**src/rtl/core/dhfk_pkg.sv**
```systemverilog
package dhfk_pkg;

  localparam int CORDIC_STEPS_DEF = 16;
  localparam int FRAC_BITS_DEF    = 16;
  localparam int CF_BITS          = 30;
  localparam int ATAN_COUNT       = 24;
  localparam int LEN_W            = 24;
  localparam int POS_W            = 32;
  localparam int ANG_W            = 16;
  localparam int CIDX_W           = 3;

  localparam logic signed [31:0] CORDIC_GAIN = 32'sd652032874;

  localparam logic [31:0] ATAN_TAB [ATAN_COUNT] = '{
    32'd536870912, 32'd316933406, 32'd167458907, 32'd85004756, 32'd42667331,
    32'd21354465, 32'd10679838, 32'd5340245, 32'd2670163, 32'd1335087,
    32'd667544, 32'd333772, 32'd166886, 32'd83443, 32'd41722, 32'd20861,
    32'd10430, 32'd5215, 32'd2608, 32'd1304, 32'd652, 32'd326, 32'd163, 32'd81
  };

  typedef enum logic [CIDX_W-1:0] {
    CFG_X_MIN = 3'd0,
    CFG_X_MAX = 3'd1,
    CFG_Y_MIN = 3'd2,
    CFG_Y_MAX = 3'd3,
    CFG_Z_MIN = 3'd4,
    CFG_Z_MAX = 3'd5
  } cfg_idx_t;

  typedef struct packed {
    logic [ANG_W-1:0]        theta;
    logic [ANG_W-1:0]        twist;
    logic signed [LEN_W-1:0] r;
    logic signed [LEN_W-1:0] d;
    logic                    last;
  } joint_t;

  typedef struct packed {
    logic                    we;
    logic [CIDX_W-1:0]       index;
    logic signed [POS_W-1:0] data;
  } cfg_wr_t;

endpackage

```
**src/rtl/core/dhfk_front.sv**
```systemverilog
module dhfk_front (
  input  logic                               clk,
  input  logic                               rst,
  input  logic                               in_valid,
  output logic                               in_ready,
  input  logic [dhfk_pkg::ANG_W-1:0]         joint_angle,
  input  logic [dhfk_pkg::ANG_W-1:0]         theta_offset,
  input  logic [dhfk_pkg::ANG_W-1:0]         link_twist,
  input  logic signed [dhfk_pkg::LEN_W-1:0]  link_length,
  input  logic signed [dhfk_pkg::LEN_W-1:0]  link_offset,
  input  logic                               last_joint,
  output logic                               q_valid,
  input  logic                               q_ready,
  output dhfk_pkg::joint_t                   q_item
);

  dhfk_pkg::joint_t mem [2];
  logic             wptr;
  logic             rptr;
  logic [1:0]       count;
  dhfk_pkg::joint_t item;
  logic             push;
  logic             pop;

  always_comb begin
    item.theta = joint_angle + theta_offset;
    item.twist = link_twist;
    item.r     = link_length;
    item.d     = link_offset;
    item.last  = last_joint;
  end

  assign in_ready = (count != 2'd2);
  assign q_valid  = (count != 2'd0);
  assign q_item   = mem[rptr];
  assign push     = in_valid && in_ready;
  assign pop      = q_valid && q_ready;

  always_ff @(posedge clk) begin
    if (push) begin
      mem[wptr] <= item;
    end
  end

  always_ff @(posedge clk) begin
    if (rst) begin
      wptr  <= 1'b0;
      rptr  <= 1'b0;
      count <= 2'd0;
    end else begin
      if (push) wptr <= ~wptr;
      if (pop) rptr <= ~rptr;
      count <= count + {1'b0, push} - {1'b0, pop};
    end
  end

endmodule

```
**src/rtl/core/dhfk_cordic.sv**
```systemverilog
module dhfk_cordic #(
  parameter int STEPS = dhfk_pkg::CORDIC_STEPS_DEF,
  parameter int FRAC  = dhfk_pkg::FRAC_BITS_DEF
) (
  input  logic                         clk,
  input  logic                         rst,
  input  logic                         start,
  input  logic [dhfk_pkg::ANG_W-1:0]   angle,
  output logic                         done,
  output logic signed [FRAC+1:0]       sin_out,
  output logic signed [FRAC+1:0]       cos_out
);

  localparam int RW = FRAC + 2;
  localparam int XW = 34;
  localparam int ZW = 33;
  localparam int IW = $clog2(STEPS);
  localparam int SH = dhfk_pkg::CF_BITS - FRAC;
  localparam logic signed [XW-1:0] HALF = XW'(64'sd1 <<< (SH - 1));
  localparam logic signed [XW-1:0] ONE  = XW'(64'sd1 <<< FRAC);

  typedef enum logic [1:0] {S_IDLE, S_RUN, S_FIN} state_t;

  state_t                state;
  logic signed [XW-1:0]  x;
  logic signed [XW-1:0]  y;
  logic signed [ZW-1:0]  z;
  logic [IW-1:0]         cnt;
  logic                  flip;
  logic [31:0]           phi;
  logic signed [ZW-1:0]  at;
  logic signed [XW-1:0]  xs;
  logic signed [XW-1:0]  ys;
  logic signed [XW-1:0]  xr;
  logic signed [XW-1:0]  yr;
  logic signed [XW-1:0]  xc;
  logic signed [XW-1:0]  yc;

  always_comb begin
    phi = {angle, 16'h0000};
    at  = ZW'(signed'({1'b0, dhfk_pkg::ATAN_TAB[5'(cnt)]}));
    xs  = x >>> cnt;
    ys  = y >>> cnt;
    xr  = (x + HALF) >>> SH;
    yr  = (y + HALF) >>> SH;
    xc  = (xr > ONE) ? ONE : ((xr < -ONE) ? -ONE : xr);
    yc  = (yr > ONE) ? ONE : ((yr < -ONE) ? -ONE : yr);
  end

  always_ff @(posedge clk) begin
    if (rst) begin
      state <= S_IDLE;
      done  <= 1'b0;
      cnt   <= '0;
    end else begin
      done <= 1'b0;
      unique case (state)
        S_IDLE: begin
          if (start) begin
            flip  <= (phi[31:30] == 2'b01) || (phi[31:30] == 2'b10);
            z     <= ZW'(signed'({phi[30], phi[30:0]}));
            x     <= XW'(dhfk_pkg::CORDIC_GAIN);
            y     <= '0;
            cnt   <= '0;
            state <= S_RUN;
          end
        end
        S_RUN: begin
          if (!z[ZW-1]) begin
            x <= x - ys;
            y <= y + xs;
            z <= z - at;
          end else begin
            x <= x + ys;
            y <= y - xs;
            z <= z + at;
          end
          cnt <= cnt + 1'b1;
          if (cnt == IW'(STEPS - 1)) state <= S_FIN;
        end
        S_FIN: begin
          cos_out <= flip ? -RW'(xc) : RW'(xc);
          sin_out <= flip ? -RW'(yc) : RW'(yc);
          done    <= 1'b1;
          state   <= S_IDLE;
        end
        default: state <= S_IDLE;
      endcase
    end
  end

endmodule

```
**src/rtl/core/dhfk_back.sv**
```systemverilog
module dhfk_back #(
  parameter int STEPS = dhfk_pkg::CORDIC_STEPS_DEF,
  parameter int FRAC  = dhfk_pkg::FRAC_BITS_DEF
) (
  input  logic                              clk,
  input  logic                              rst,
  input  logic                              q_valid,
  output logic                              q_ready,
  input  dhfk_pkg::joint_t                  q_item,
  input  dhfk_pkg::cfg_wr_t                 cfg,
  output logic                              out_valid,
  input  logic                              out_ready,
  output logic signed [dhfk_pkg::POS_W-1:0] pos_x,
  output logic signed [dhfk_pkg::POS_W-1:0] pos_y,
  output logic signed [dhfk_pkg::POS_W-1:0] pos_z,
  output logic                              in_bounds
);

  localparam int RW  = FRAC + 2;
  localparam int BW  = 26;
  localparam int PW  = RW + BW;
  localparam int AW  = PW + 2;
  localparam int PSW = dhfk_pkg::POS_W;
  localparam logic signed [AW-1:0] HALF   = AW'(64'sd1 <<< (FRAC - 1));
  localparam logic signed [AW-1:0] ROT_HI = AW'((64'sd1 <<< (FRAC + 1)) - 1);
  localparam logic signed [AW-1:0] ROT_LO = AW'(-(64'sd1 <<< (FRAC + 1)));
  localparam logic signed [AW-1:0] POS_HI = AW'(64'sd2147483647);
  localparam logic signed [AW-1:0] POS_LO = AW'(-64'sd2147483648);
  localparam logic signed [RW-1:0] ONE_R  = RW'(64'sd1 <<< FRAC);

  typedef enum logic [2:0] {S_IDLE, S_TRIG, S_SINCOS, S_MAC, S_DRAIN, S_COMMIT} state_t;

  state_t state;
  logic signed [RW-1:0]  rot [9];
  logic signed [RW-1:0]  nr  [9];
  logic signed [RW-1:0]  ra  [9];
  logic signed [BW-1:0]  pa  [3];
  logic signed [PSW-1:0] trans [3];
  logic signed [PSW-1:0] np  [3];
  logic signed [PSW-1:0] bnd [6];
  logic signed [dhfk_pkg::LEN_W-1:0] r_len;
  logic signed [dhfk_pkg::LEN_W-1:0] d_len;
  logic last_q;

  logic cstart;
  logic [dhfk_pkg::ANG_W-1:0] ang_t, ang_a;
  logic done_t, done_a;
  logic signed [RW-1:0] st, ct, sa, ca;

  logic       ph;
  logic [2:0] ac;
  logic [1:0] bi, bj, bk;
  logic       pv, t_ph;
  logic [2:0] t_ac;
  logic [1:0] t_i, t_j, t_k;
  logic signed [PW-1:0] prod;
  logic signed [AW-1:0] acc;

  logic signed [RW-1:0] a_op;
  logic signed [BW-1:0] b_op;
  logic signed [AW-1:0] ext, sum, rs, rclamp, tsum, tclamp;
  logic [3:0] ridx, aidx, widx;
  logic issue_last;
  logic ok;

  dhfk_cordic #(.STEPS(STEPS), .FRAC(FRAC)) u_cordic_theta (
    .clk(clk), .rst(rst), .start(cstart), .angle(ang_t),
    .done(done_t), .sin_out(st), .cos_out(ct)
  );

  dhfk_cordic #(.STEPS(STEPS), .FRAC(FRAC)) u_cordic_twist (
    .clk(clk), .rst(rst), .start(cstart), .angle(ang_a),
    .done(done_a), .sin_out(sa), .cos_out(ca)
  );

  assign q_ready = (state == S_IDLE);

  always_comb begin
    ridx = 4'({bi, 1'b0}) + 4'(bi) + 4'(bk);
    aidx = 4'({bk, 1'b0}) + 4'(bk) + 4'(bj);
    widx = 4'({t_i, 1'b0}) + 4'(t_i) + 4'(t_j);
    a_op = '0;
    b_op = '0;
    if (!ph) begin
      unique case (ac)
        3'd0: begin a_op = st; b_op = BW'(ca); end
        3'd1: begin a_op = st; b_op = BW'(sa); end
        3'd2: begin a_op = ct; b_op = BW'(ca); end
        3'd3: begin a_op = ct; b_op = BW'(sa); end
        3'd4: begin a_op = ct; b_op = BW'(r_len); end
        3'd5: begin a_op = st; b_op = BW'(r_len); end
        default: begin a_op = '0; b_op = '0; end
      endcase
    end else begin
      a_op = rot[ridx];
      b_op = (bj == 2'd3) ? pa[bk] : BW'(ra[aidx]);
    end
    issue_last = ph && (bi == 2'd2) && (bj == 2'd3) && (bk == 2'd2);
    ext    = AW'(prod);
    sum    = (!t_ph || t_k == 2'd0) ? ext : acc + ext;
    rs     = (sum + HALF) >>> FRAC;
    rclamp = (rs > ROT_HI) ? ROT_HI : ((rs < ROT_LO) ? ROT_LO : rs);
    tsum   = rs + AW'(trans[t_i]);
    tclamp = (tsum > POS_HI) ? POS_HI : ((tsum < POS_LO) ? POS_LO : tsum);
    ok = (np[0] >= bnd[0]) && (np[0] <= bnd[1]) && (np[1] >= bnd[2]) &&
         (np[1] <= bnd[3]) && (np[2] >= bnd[4]) && (np[2] <= bnd[5]);
  end

  always_ff @(posedge clk) begin
    prod <= a_op * b_op;
    t_ph <= ph;
    t_ac <= ac;
    t_i  <= bi;
    t_j  <= bj;
    t_k  <= bk;
    if (pv) begin
      acc <= sum;
      if (!t_ph) begin
        unique case (t_ac)
          3'd0: ra[1] <= -RW'(rs);
          3'd1: ra[2] <= RW'(rs);
          3'd2: ra[4] <= RW'(rs);
          3'd3: ra[5] <= -RW'(rs);
          3'd4: pa[0] <= BW'(rs);
          3'd5: pa[1] <= BW'(rs);
          default: ;
        endcase
      end else if (t_k == 2'd2) begin
        if (t_j == 2'd3) np[t_i] <= PSW'(tclamp);
        else nr[widx] <= RW'(rclamp);
      end
    end
    if (state == S_IDLE && q_valid) begin
      ang_t  <= q_item.theta;
      ang_a  <= q_item.twist;
      r_len  <= q_item.r;
      d_len  <= q_item.d;
      last_q <= q_item.last;
    end
    if (state == S_SINCOS && done_t && done_a) begin
      ra[0] <= ct;
      ra[3] <= st;
      ra[6] <= '0;
      ra[7] <= sa;
      ra[8] <= ca;
      pa[2] <= BW'(d_len);
    end
    if (state == S_COMMIT && (!last_q || !out_valid || out_ready)) begin
      if (last_q) begin
        pos_x     <= np[0];
        pos_y     <= np[1];
        pos_z     <= np[2];
        in_bounds <= ok;
      end
    end
  end

  always_ff @(posedge clk) begin
    if (rst) begin
      state     <= S_IDLE;
      cstart    <= 1'b0;
      pv        <= 1'b0;
      out_valid <= 1'b0;
      ph        <= 1'b0;
      ac        <= '0;
      bi        <= '0;
      bj        <= '0;
      bk        <= '0;
      for (int k = 0; k < 9; k++) rot[k] <= (k % 4 == 0) ? ONE_R : '0;
      for (int k = 0; k < 3; k++) trans[k] <= '0;
      bnd[0] <= POS_LO[PSW-1:0];
      bnd[1] <= POS_HI[PSW-1:0];
      bnd[2] <= POS_LO[PSW-1:0];
      bnd[3] <= POS_HI[PSW-1:0];
      bnd[4] <= POS_LO[PSW-1:0];
      bnd[5] <= POS_HI[PSW-1:0];
    end else begin
      cstart <= 1'b0;
      pv     <= 1'b0;
      if (out_valid && out_ready) out_valid <= 1'b0;
      if (cfg.we) begin
        unique case (cfg.index)
          dhfk_pkg::CFG_X_MIN: bnd[0] <= cfg.data;
          dhfk_pkg::CFG_X_MAX: bnd[1] <= cfg.data;
          dhfk_pkg::CFG_Y_MIN: bnd[2] <= cfg.data;
          dhfk_pkg::CFG_Y_MAX: bnd[3] <= cfg.data;
          dhfk_pkg::CFG_Z_MIN: bnd[4] <= cfg.data;
          dhfk_pkg::CFG_Z_MAX: bnd[5] <= cfg.data;
          default: ;
        endcase
      end
      unique case (state)
        S_IDLE: begin
          if (q_valid) state <= S_TRIG;
        end
        S_TRIG: begin
          cstart <= 1'b1;
          state  <= S_SINCOS;
        end
        S_SINCOS: begin
          if (done_t && done_a) begin
            ph    <= 1'b0;
            ac    <= '0;
            bi    <= '0;
            bj    <= '0;
            bk    <= '0;
            state <= S_MAC;
          end
        end
        S_MAC: begin
          pv <= 1'b1;
          if (!ph) begin
            ac <= ac + 1'b1;
            if (ac == 3'd5) ph <= 1'b1;
          end else if (issue_last) begin
            state <= S_DRAIN;
          end else if (bk != 2'd2) begin
            bk <= bk + 1'b1;
          end else begin
            bk <= '0;
            if (bj != 2'd3) begin
              bj <= bj + 1'b1;
            end else begin
              bj <= '0;
              bi <= bi + 1'b1;
            end
          end
        end
        S_DRAIN: state <= S_COMMIT;
        S_COMMIT: begin
          if (!last_q) begin
            for (int k = 0; k < 9; k++) rot[k] <= nr[k];
            for (int k = 0; k < 3; k++) trans[k] <= np[k];
            state <= S_IDLE;
          end else if (!out_valid || out_ready) begin
            for (int k = 0; k < 9; k++) rot[k] <= (k % 4 == 0) ? ONE_R : '0;
            for (int k = 0; k < 3; k++) trans[k] <= '0;
            out_valid <= 1'b1;
            state     <= S_IDLE;
          end
        end
        default: state <= S_IDLE;
      endcase
    end
  end

endmodule

```
**src/rtl/core/dh_forward_kinematics.sv**
```systemverilog
// The back end works on one joint at a time and takes no new joint until
// the last is committed; its pace is set by the iterative CORDIC and the 42
// multiplies on the single shared multiplier.
// A two-word input queue lets joints arrive while the back end works.
// Reset: synchronous, active high; running transform becomes identity and
// the workspace bounds open to the full signed range.
module dh_forward_kinematics #(
  parameter int CORDIC_STEPS = dhfk_pkg::CORDIC_STEPS_DEF,
  parameter int FRAC_BITS    = dhfk_pkg::FRAC_BITS_DEF
) (
  input  logic                               clk,
  input  logic                               rst,
  input  logic                               in_valid,
  output logic                               in_ready,
  input  logic [dhfk_pkg::ANG_W-1:0]         joint_angle,
  input  logic [dhfk_pkg::ANG_W-1:0]         theta_offset,
  input  logic [dhfk_pkg::ANG_W-1:0]         link_twist,
  input  logic signed [dhfk_pkg::LEN_W-1:0]  link_length,
  input  logic signed [dhfk_pkg::LEN_W-1:0]  link_offset,
  input  logic                               last_joint,
  output logic                               out_valid,
  input  logic                               out_ready,
  output logic signed [dhfk_pkg::POS_W-1:0]  pos_x,
  output logic signed [dhfk_pkg::POS_W-1:0]  pos_y,
  output logic signed [dhfk_pkg::POS_W-1:0]  pos_z,
  output logic                               in_bounds,
  input  logic                               cfg_valid,
  output logic                               cfg_ready,
  input  logic [dhfk_pkg::CIDX_W-1:0]        cfg_index,
  input  logic signed [dhfk_pkg::POS_W-1:0]  cfg_data
);

  logic              q_valid;
  logic              q_ready;
  dhfk_pkg::joint_t  q_item;
  dhfk_pkg::cfg_wr_t cfg;

  assign cfg_ready = 1'b1;

  always_comb begin
    cfg.we    = cfg_valid;
    cfg.index = cfg_index;
    cfg.data  = cfg_data;
  end

  dhfk_front u_front (
    .clk(clk), .rst(rst),
    .in_valid(in_valid), .in_ready(in_ready),
    .joint_angle(joint_angle), .theta_offset(theta_offset),
    .link_twist(link_twist), .link_length(link_length),
    .link_offset(link_offset), .last_joint(last_joint),
    .q_valid(q_valid), .q_ready(q_ready), .q_item(q_item)
  );

  dhfk_back #(.STEPS(CORDIC_STEPS), .FRAC(FRAC_BITS)) u_back (
    .clk(clk), .rst(rst),
    .q_valid(q_valid), .q_ready(q_ready), .q_item(q_item),
    .cfg(cfg),
    .out_valid(out_valid), .out_ready(out_ready),
    .pos_x(pos_x), .pos_y(pos_y), .pos_z(pos_z), .in_bounds(in_bounds)
  );

endmodule
```
**config.mk**
```make
export PLATFORM = sky130hd
export DESIGN_NAME = dh_forward_kinematics
export DESIGN_NICKNAME = d
export VERILOG_FILES = /design/src/rtl/core/dhfk_pkg.sv /design/src/rtl/core/dhfk_front.sv /design/src/rtl/core/dhfk_cordic.sv /design/src/rtl/core/dhfk_back.sv /design/src/rtl/core/dh_forward_kinematics.sv
export SDC_FILE = /design/constraint.sdc
export NUM_CORES = 2
export LEC_CHECK = 0
export BUFFER_PORTS_ARGS = -buffer_cell sky130_fd_sc_hd__buf_2
export CAP_MARGIN = 20
export CORE_MARGIN = 2
export CORE_UTILIZATION = 43
export DETAILED_ROUTE_END_ITERATION = 16
export PLACE_DENSITY_LB_ADDON = 0.3
export SYNTH_ARGS = -nofsm -noshare
export SYNTH_HDL_FRONTEND = slang
export SYNTH_SLANG_ARGS = --single-unit
```
**constraint.sdc**
```tcl
create_clock -name clk -period 11.39 [get_ports clk]
set_clock_uncertainty 0.2 [all_clocks]
set_input_delay 0.5695 -clock clk [delete_from_list [all_inputs] [get_ports clk]]
set_output_delay 0.5695 -clock clk [all_outputs]
set_load 0.02 [all_outputs]
```
# Yosys cells after proc, flatten, opt, wreduce, memory -nomap -nowiden
# Memories as Yosys holds them, arrays and structs flattened. A register that Yosys moved wholly into a read port is not among the register bits.
# Cells that the tools add are included.
[totals] in_bits=137 output_inout_bits=100 regBits=507 ramBits=1110 memories=10 mem_bits_ro=2048
[op_classes] addsub=39 muxes=204 eq_ne=51 bitwise=35 n_reduce_logical=61 n_mul=1 shifts=4 magnitude_cmp=20
[mem_list] memory="(no name shown)" depth=32 width=32 read_ports=1 rd_clocked_by_memory_dff=0 write_ports=0 line_no="dhfk_cordic.sv:41" source="at = ZW'(signed'({1'b0, dhfk_pkg::ATAN_TAB[5'(cnt)]}));"
[mem_list] memory="(no name shown)" depth=32 width=32 read_ports=1 rd_clocked_by_memory_dff=0 write_ports=0 line_no="dhfk_cordic.sv:41"
[mem_list] memory="u_back.bnd" depth=6 width=32 read_ports=6 rd_clocked_by_memory_dff=0 write_ports=6 line_no="dhfk_back.sv:40" source="logic signed [PSW-1:0] bnd [6];"
[mem_list] memory="u_back.nr" depth=9 width=18 read_ports=9 rd_clocked_by_memory_dff=0 write_ports=1 line_no="dhfk_back.sv:35" source="logic signed [RW-1:0] nr [9];"
[mem_list] memory="u_back.ra" depth=9 width=18 read_ports=1 rd_clocked_by_memory_dff=0 write_ports=6 line_no="dhfk_back.sv:36" source="logic signed [RW-1:0] ra [9];"
[mem_list] memory="u_back.rot" depth=9 width=18 read_ports=1 rd_clocked_by_memory_dff=0 write_ports=9 line_no="dhfk_back.sv:34" source="logic signed [RW-1:0] rot [9];"
[mem_list] memory="+4 memories"
[op_table] op="two-way mux 18 bit" count=36
[op_table] op="two-way mux 32 bit" count=18
[op_table] op="case mux 34 bit (2 select lines)" count=4
[op_table] op="two-way mux 34 bit" count=6
[op_table] op="adder 34 x 15 -> 34 bit, second input constant" count=4
[op_table] op="adder 34 bit" count=4
[op_table] op=">>> shifter 34 x 4 -> 34 bit" count=4
[op_table] op="subtractor 34 bit" count=4
[op_table] op="two-way mux 33 bit" count=4
[op_table] op="case mux 33 bit (2 select lines)" count=2
[op_table] op=">= comparator 32 bit" count=3
[op_table] op="less-or-equal comparator 32 bit" count=3
[op_table] op="negation 18 bit" count=5
[op_table] op="two-way mux 1 bit" count=88
[op_table] op="greater-than comparator 20 x 18 -> 1 bit, second input constant" count=4
[op_table] op="< comparator 20 x 17 -> 1 bit, second input constant" count=4
[op_table] op="two-way mux 26 bit" count=3
[op_table] op="case mux 26 bit (3 select lines)" count=1
[op_table] op="adder 33 bit" count=2
[op_table] op="subtractor 33 bit" count=2
[op_table] op="OR reduction 18 bit" count=3
[op_table] op="adder 46 x 17 -> 46 bit, second input constant" count=1
[op_table] op="adder 46 x 44 -> 46 bit" count=1
[op_table] op="two-way mux 46 bit" count=1
[op_table] op="50 further kinds" count=208

# Depth between registers and ports, before layout
[depth] ltp_word=9 ltp_mapped=47 mapped_depth_nobuf=43

# Hierarchy
# From an unflattened synthesis, not the netlist that was laid out.
[hier_totals] hier_cells=10683 hier_area_um2=116200.2
[modules_own_cells] mod="dhfk_back" cells_per_inst=6050 area_each_um2=72722.2 instances=1
[modules_own_cells] mod="dhfk_cordic (u_back.u_cordic_theta)" cells_per_inst=2174 area_each_um2=18839.3 instances=1
[modules_own_cells] mod="dhfk_cordic (u_back.u_cordic_twist)" cells_per_inst=2091 area_each_um2=17853.4 instances=1
[modules_own_cells] mod="dhfk_front" cells_per_inst=366 area_each_um2=6774.0 instances=1
[modules_own_cells] mod="dh_forward_kinematics" cells_per_inst=2 area_each_um2=11.3 instances=1

# Least setup slack after synthesis
# No wires, ideal clock.
[synth_timing] kind="reg2reg" start="register u_back.state[0]" end="register u_front.count[1]" arrival_ps=10120 slack_ps=942 path_stages_with_launch=9 cell_sequence="dfxtp_1 clkbuf_1 nor4_1 ha_1 inv_1 ha_1 xor2_1 xnor2_1 nor2_1"
[synth_via] elab_chain_cells=3
[synth_rtl] item="from (decl)" line_no="dhfk_back.sv:33" source="state_t state;"
[synth_rtl] item="from (signal assigned)" line_no="dhfk_back.sv:160" source="state <= S_IDLE;"
[synth_rtl] item="from (signal assigned)" line_no="dhfk_back.sv:194" source="if (q_valid) state <= S_TRIG;"
[synth_rtl] item="from (signal assigned)" line_no="dhfk_back.sv:198" source="state <= S_SINCOS;"
[synth_rtl] item="logical NOT 3 bit" line_no="dhfk_back.sv:76" source="assign q_ready = (state == S_IDLE);"
[synth_rtl] item="logical AND 1 bit" line_no="dhfk_front.sv:37" source="assign pop = q_valid && q_ready;"
[synth_rtl] item="named net u_front.pop" line_no="dhfk_front.sv:23" source="logic pop;"
[synth_rtl] item="subtractor 2 x 1 -> 2 bit" line_no="dhfk_front.sv:53" source="count <= count + {1'b0, push} - {1'b0, pop};"
[synth_rtl] item="to (signal assigned)" line_no="dhfk_front.sv:53"
[synth_rtl] item="to (decl)" line_no="dhfk_front.sv:20" source="logic [1:0] count;"
# The timed path passes the listed nets, and every way through them passes these cells.
# A chain may end at the register's enable or synchronous reset.

# Final worst setup path
[layout_timing] start="register u_back.bk[1]" end="register u_back.prod[40]"
[layout_via] elab_chain_cells=6 word_cells_on_any_way=9
[layout_rtl] item="from (decl)" line_no="dhfk_back.sv:52" source="logic [1:0] bi, bj, bk;"
[layout_rtl] item="from (signal assigned)" line_no="dhfk_back.sv:218" source="bk <= bk + 1'b1;"
[layout_rtl] item="adder 3 x 2 -> 4 bit" line_no="dhfk_back.sv:80" source="aidx = 4'({bk, 1'b0}) + 4'(bk) + 4'(bj);"
[layout_rtl] item="adder 4 x 2 -> 4 bit" line_no="dhfk_back.sv:80"
[layout_rtl] item="memory read (9 x 18 bit)"
[layout_rtl] item="two-way mux 26 bit" line_no="dhfk_back.sv:96" source="b_op = (bj == 2'd3) ? pa[bk] : BW'(ra[aidx]);"
[layout_rtl] item="two-way mux 26 bit" line_no="dhfk_back.sv:84" source="if (!ph) begin"
[layout_rtl] item="multiplier 18 x 26 -> 44 bit (*)" line_no="dhfk_back.sv:110" source="prod <= a_op * b_op;"
[layout_rtl] item="to (signal assigned)" line_no="dhfk_back.sv:110"
[layout_rtl] item="to (decl)" line_no="dhfk_back.sv:56" source="logic signed [PW-1:0] prod;"
# Mark *: on every way between the ends. The rest lies on a longest branch, timed or not.

==> Implementation_results.wiki <==
{| class="wikitable"
! Metric !! Value
|-
| Worst ir drop on vdd || 0.851 mV
|-
| IO buf count || 235
|-
| Effective utilization at floorplan || 0.433
|-
| Share of power burned in combinational logic || 0.634
|-
| Routed Antenna Nets || 0
|-
| EDFF count, synth || 1590
|-
| First DRT Iteration DRCs || 7650
|-
| Final Util || 0.482
|-
| Synthesis Warnings || 0
|-
| Overall track demand over capacity in global routing || 0.238
|-
| TritonCTS clock tree || done
|-
| Routed wire length per instance || 22.5 um
|-
| Vias in the first global route || 78000
|-
| Syn_area_per_cell || 10.8 sq um
|-
| Clock root buffer || sky130_fd_sc_hd__clkbuf_16
|-
| Critical path data arrival time || 11.51 ns
|-
| Static leakage || 49.1 nW
|-
| Summed instance area of the synthesized netlist || 111000 sq um
|-
| Register bit count reported by yosys || 1680
|-
| Number of remaining DRC errors || 0
|-
| Endpoints failing setup || 0
|-
| Most instantiated flip-flop cell in the synthesis netlist || sky130_fd_sc_hd__edfxtp_1
|-
| Largest fanout on the critical path || 34
|-
| Placer congestion estimate || 0.972
|-
| Post-synthesis instance total || 10300
|-
| Top-level I/O count || 237
|-
| Pin count of the biggest net entering global routing || 207
|-
| Clk slew on worst S/H paths || 0.06 ns
|-
| Post-route setup TNS || 0 ns
|-
| Fraction of synthesized cell area taken by the top area cell type || 0.429
|-
| Share of the yosys chip area belonging to registers || 0.445
|-
| Most instantiated cells after synthesis || 1590 x sky130_fd_sc_hd__edfxtp_1, 1007 x sky130_fd_sc_hd__nand2_1, 956 x sky130_fd_sc_hd__inv_1
|-
| Slew @ Worst Pin || 1.31 ns
|-
| Worst R2R End || u_back.prod[40]$_DFF_P_
|-
| Data required, critical path || 11.94 ns
|-
| Maximum root-to-sink buffer count || 3
|-
| Switching power of the nets || 0.0182 W
|-
| Areal power density over the cells || 325 nW/um^2
|-
| Max Clk Rate || 91.3 MHz
|-
| TritonCTS Buffers || 183
|-
| Worst Reg2Reg Path Length in Cells || 39
|-
| Worst slew slack as a fraction of its limit || 0.120
|-
| Type of the worst setup path || flip-flop to flip-flop
|-
| Die extent in y || 513 um
|-
| Number of detailed-routing iterations run before antenna repair || 8
|-
| Final worst path period need || 10.96 ns
|-
| Clock Sinks || 1680
|-
| First-pass GRT wire length || 480000 um
|-
| Die Area || 263000 sq um
|-
| Antenna violations before repair || 15
|-
| Area of the placeable core || 257000 sq um
|-
| Synth area leaders || sky130_fd_sc_hd__edfxtp_1 43%, sky130_fd_sc_hd__fa_1 8.5%, sky130_fd_sc_hd__ha_1 7.1%
|-
| Gr ovfl total || 0
|-
| Library cell occupying the most area in the post-synthesis netlist || sky130_fd_sc_hd__edfxtp_1
|-
| Buffer and inverter count on the worst path || 9
|-
| Count of vias placed by the detailed router || 79100
|-
| Filler cell count || 23100
|-
| DP Wirelength || 236000 um
|-
| Row count || 186
|-
| RSZ-0062 raised after global routing || false
|-
| Via density per instance || 5.62
|-
| Area growth, synth to finish || 11.4%
|-
| CP peak stage delay || 0.56 ns
|-
| Startpoint of the lowest-slack hold path || joint_angle[2]
|-
| Most frequent CP cell || sky130_fd_sc_hd__fa_1
|-
| Total length of routed wires || 317000 um
|-
| Clock latency at the later pin of the worst-skew pair || 0.88 ns
|-
| Post-synth net total || 11500
|-
| Slowest CP cell || sky130_fd_sc_hd__o21ai_0
|-
| Final Max Tran Viols || 0
|-
| Sequential cell fraction of total power || 0.216
|-
| Fin crit share || 0.962
|-
| Number of max-capacitance violations reported || 0
|-
| Worst hold endpoint || u_front.mem[1][67]$_DFFE_PP_
|-
| Cell depth of the worst hold path || 3
|-
| Die Wd || 513 um
|-
| Worst min-delay path category || input port to flip-flop
|-
| Crit-path leading delay family || adder cells
|-
| Critical path endpoint category || flip-flop
|-
| Final hold violations || 0
|-
| Switching share of power || 0.453
|-
| Internal reg-to-reg setup slack || 0.43 ns
|-
| Startpoint type of the worst setup path || flip-flop
|-
| R2R Path Start || u_back.bk[1]$_SDFFE_PP0P_
|-
| Result of the run || complete, no violations
|-
| Number of nets in the final layout || 11800
|-
| # H-tree levels || 4
|-
| Most frequently used cell type in the post-synthesis netlist || sky130_fd_sc_hd__edfxtp_1
|-
| Layout cells sized above 1 || 0.111
|-
| FFs w/ async S/R, synth || 0
|-
| Internal power summed over all cells || 0.0220 W
|-
| Distinct cell type count after synthesis || 111
|-
| Clock group share of total power || 0.150
|}
[layout make-up]
| class | count | area (sq um) | area share |
|---|---|---|---|
| diodes | 4 | 10.0 | 0.0000807 |
| repair buffers | 531 | 3760 | 0.0304 |
| multi-input cells | 7174 | 56700 | 0.457 |
| clock buffers | 223 | 4780 | 0.0386 |
| flip-flops and latches | 1680 | 49600 | 0.400 |
| well taps | 3384 | 4230 | 0.0342 |
| inverters | 960 | 3600 | 0.0291 |
| clock inverters | 115 | 1350 | 0.0109 |
[sequential cells by signal, indices dropped and copies added, names as in the netlist, 24 cells and up, named ones only]
| name | flops |
|---|---|
| u_back.u_cordic_twist.x | 34 |
| u_back.u_cordic_twist.z | 33 |
| u_back.r_len | 24 |
| u_front.mem | 162 |
| u_back.pa | 76 |
| u_back.prod | 44 |
| u_back.pos_y | 32 |
| u_back.pos_x | 32 |
| u_back.d_len | 24 |
| u_back.nr | 162 |
| u_back.bnd | 192 |
| u_back.u_cordic_theta.z | 33 |
| u_back.u_cordic_theta.y | 34 |
| u_back.rot | 162 |
| u_back.acc | 46 |
| u_back.trans | 96 |
| u_back.np | 96 |
| u_back.u_cordic_theta.x | 34 |
| u_back.pos_z | 32 |
| u_back.u_cordic_twist.y | 34 |
| u_back.ra | 144 |
[how the worst max path moves through the flow]
stage                                 start                     endpoint  slack (ns)  cells past startpoint
3_5_place_dp      u_back.bk[0]$_SDFFE_PP0P_      u_back.prod[40]$_DFF_P_        0.27                     39
6_report          u_back.bk[1]$_SDFFE_PP0P_      u_back.prod[40]$_DFF_P_        0.43                     39
2_1_floorplan  u_back.state[0]$_SDFFE_PP0P_  u_front.count[1]$_SDFF_PP0_        0.94                      8
5_1_grt           u_back.bk[1]$_SDFFE_PP0P_      u_back.prod[40]$_DFF_P_        0.06                     40
3_3_place_gp      u_back.bk[0]$_SDFFE_PP0P_      u_back.prod[40]$_DFF_P_        0.29                     39
4_1_cts           u_back.bk[0]$_SDFFE_PP0P_      u_back.prod[40]$_DFF_P_        0.19                     39
[layer usage]
| layer | part of all wire | global-route usage |
|---|---|---|
| met1 | 0.44 | 0.340 |
| met3 | 0.073 | 0.0375 |
| met2 | 0.45 | 0.371 |
| met5 | 0.000041 | 0 |
| met4 | 0.032 | 0.0741 |
[power groups by stage]
stage	clock network, W	logic (W)	registers [W]
4_1_cts	0.00616	0.0253	0.00868
3_3_place_gp	0	0.0245	0.00879
2_1_floorplan	0	0.0186	0.00859
3_5_place_dp	0	0.0251	0.00881
5_1_grt	0.00639	0.0286	0.00873
6_report	0.00606	0.0255	0.00869
[logic make-up (layout without fill, tap and decap cells)]
kind of cell | count (synthesis) | in the layout | synth area share
other cells | 1 | 5 | 0.0000337
mux | 482 | 482 | 0.0611
buf+inv | 1422 | 1829 | 0.0486
xor+xnor | 630 | 630 | 0.0502
compound gates | 1740 | 1740 | 0.0983
fa+ha+maj | 1108 | 1108 | 0.156
simple gates | 3213 | 3213 | 0.140
flops | 1680 | 1680 | 0.445
[worst min-delay path: stages]
cell and delay [ns]:
sky130_fd_sc_hd__buf_2 0.08, sky130_fd_sc_hd__ha_1 0.18, sky130_fd_sc_hd__xnor2_1 0.15
[stage by stage]
| stage | area (sq um) | setup WS (ns) | cells | total power [W] | hold slack, ns |
|---|---|---|---|---|---|
| after global routing | 124000 | 0.0594 | 14100 | 0.0437 | 0.0441 |
| final | 124000 | 0.434 | 14100 | 0.0403 | 0.0582 |
| after detailed placement | 117000 | 0.274 | 13600 | 0.0339 | 0.188 |
| after floorplan | 111000 | 0.942 | 10300 | 0.0271 | 0.129 |
| after global placement | 117000 | 0.290 | 13600 | 0.0333 | 0.169 |
| after CTS | 124000 | 0.188 | 14100 | 0.0401 | 0.000486 |
[timing repair]
| action | CTS | global route |
|---|---|---|
| endpoints found under the setup margin | 0 | 9 |
| setup buffers | 0 | 0 |
| gates resized for setup | 0 | 9 |
| hold endpoints to repair | 343 | 0 |
| hold buffers | 105 | 0 |
[cell usage in the layout, fill, tap and decap left out, types with 149 or more instances in the layout]
cell type / Yosys / routed
sky130_fd_sc_hd__mux2i_1: 194 / 194
sky130_fd_sc_hd__ha_1: 633 / 631
sky130_fd_sc_hd__nand2_1: 1007 / 1007
sky130_fd_sc_hd__nor2_1: 729 / 717
sky130_fd_sc_hd__and2_1: 468 / 468
sky130_fd_sc_hd__nor3_1: 155 / 149
sky130_fd_sc_hd__fa_1: 473 / 473
sky130_fd_sc_hd__buf_4: 2 / 182
sky130_fd_sc_hd__xor2_1: 254 / 253
sky130_fd_sc_hd__clkbuf_16: 0 / 184
sky130_fd_sc_hd__o21ai_0: 408 / 400
sky130_fd_sc_hd__a21oi_1: 525 / 524
sky130_fd_sc_hd__xnor2_1: 371 / 371
sky130_fd_sc_hd__inv_1: 956 / 955
sky130_fd_sc_hd__edfxtp_1: 1590 / 1590
sky130_fd_sc_hd__nand3_1: 169 / 169
sky130_fd_sc_hd__buf_2: 12 / 235
(Power assumes the default switching activity.)
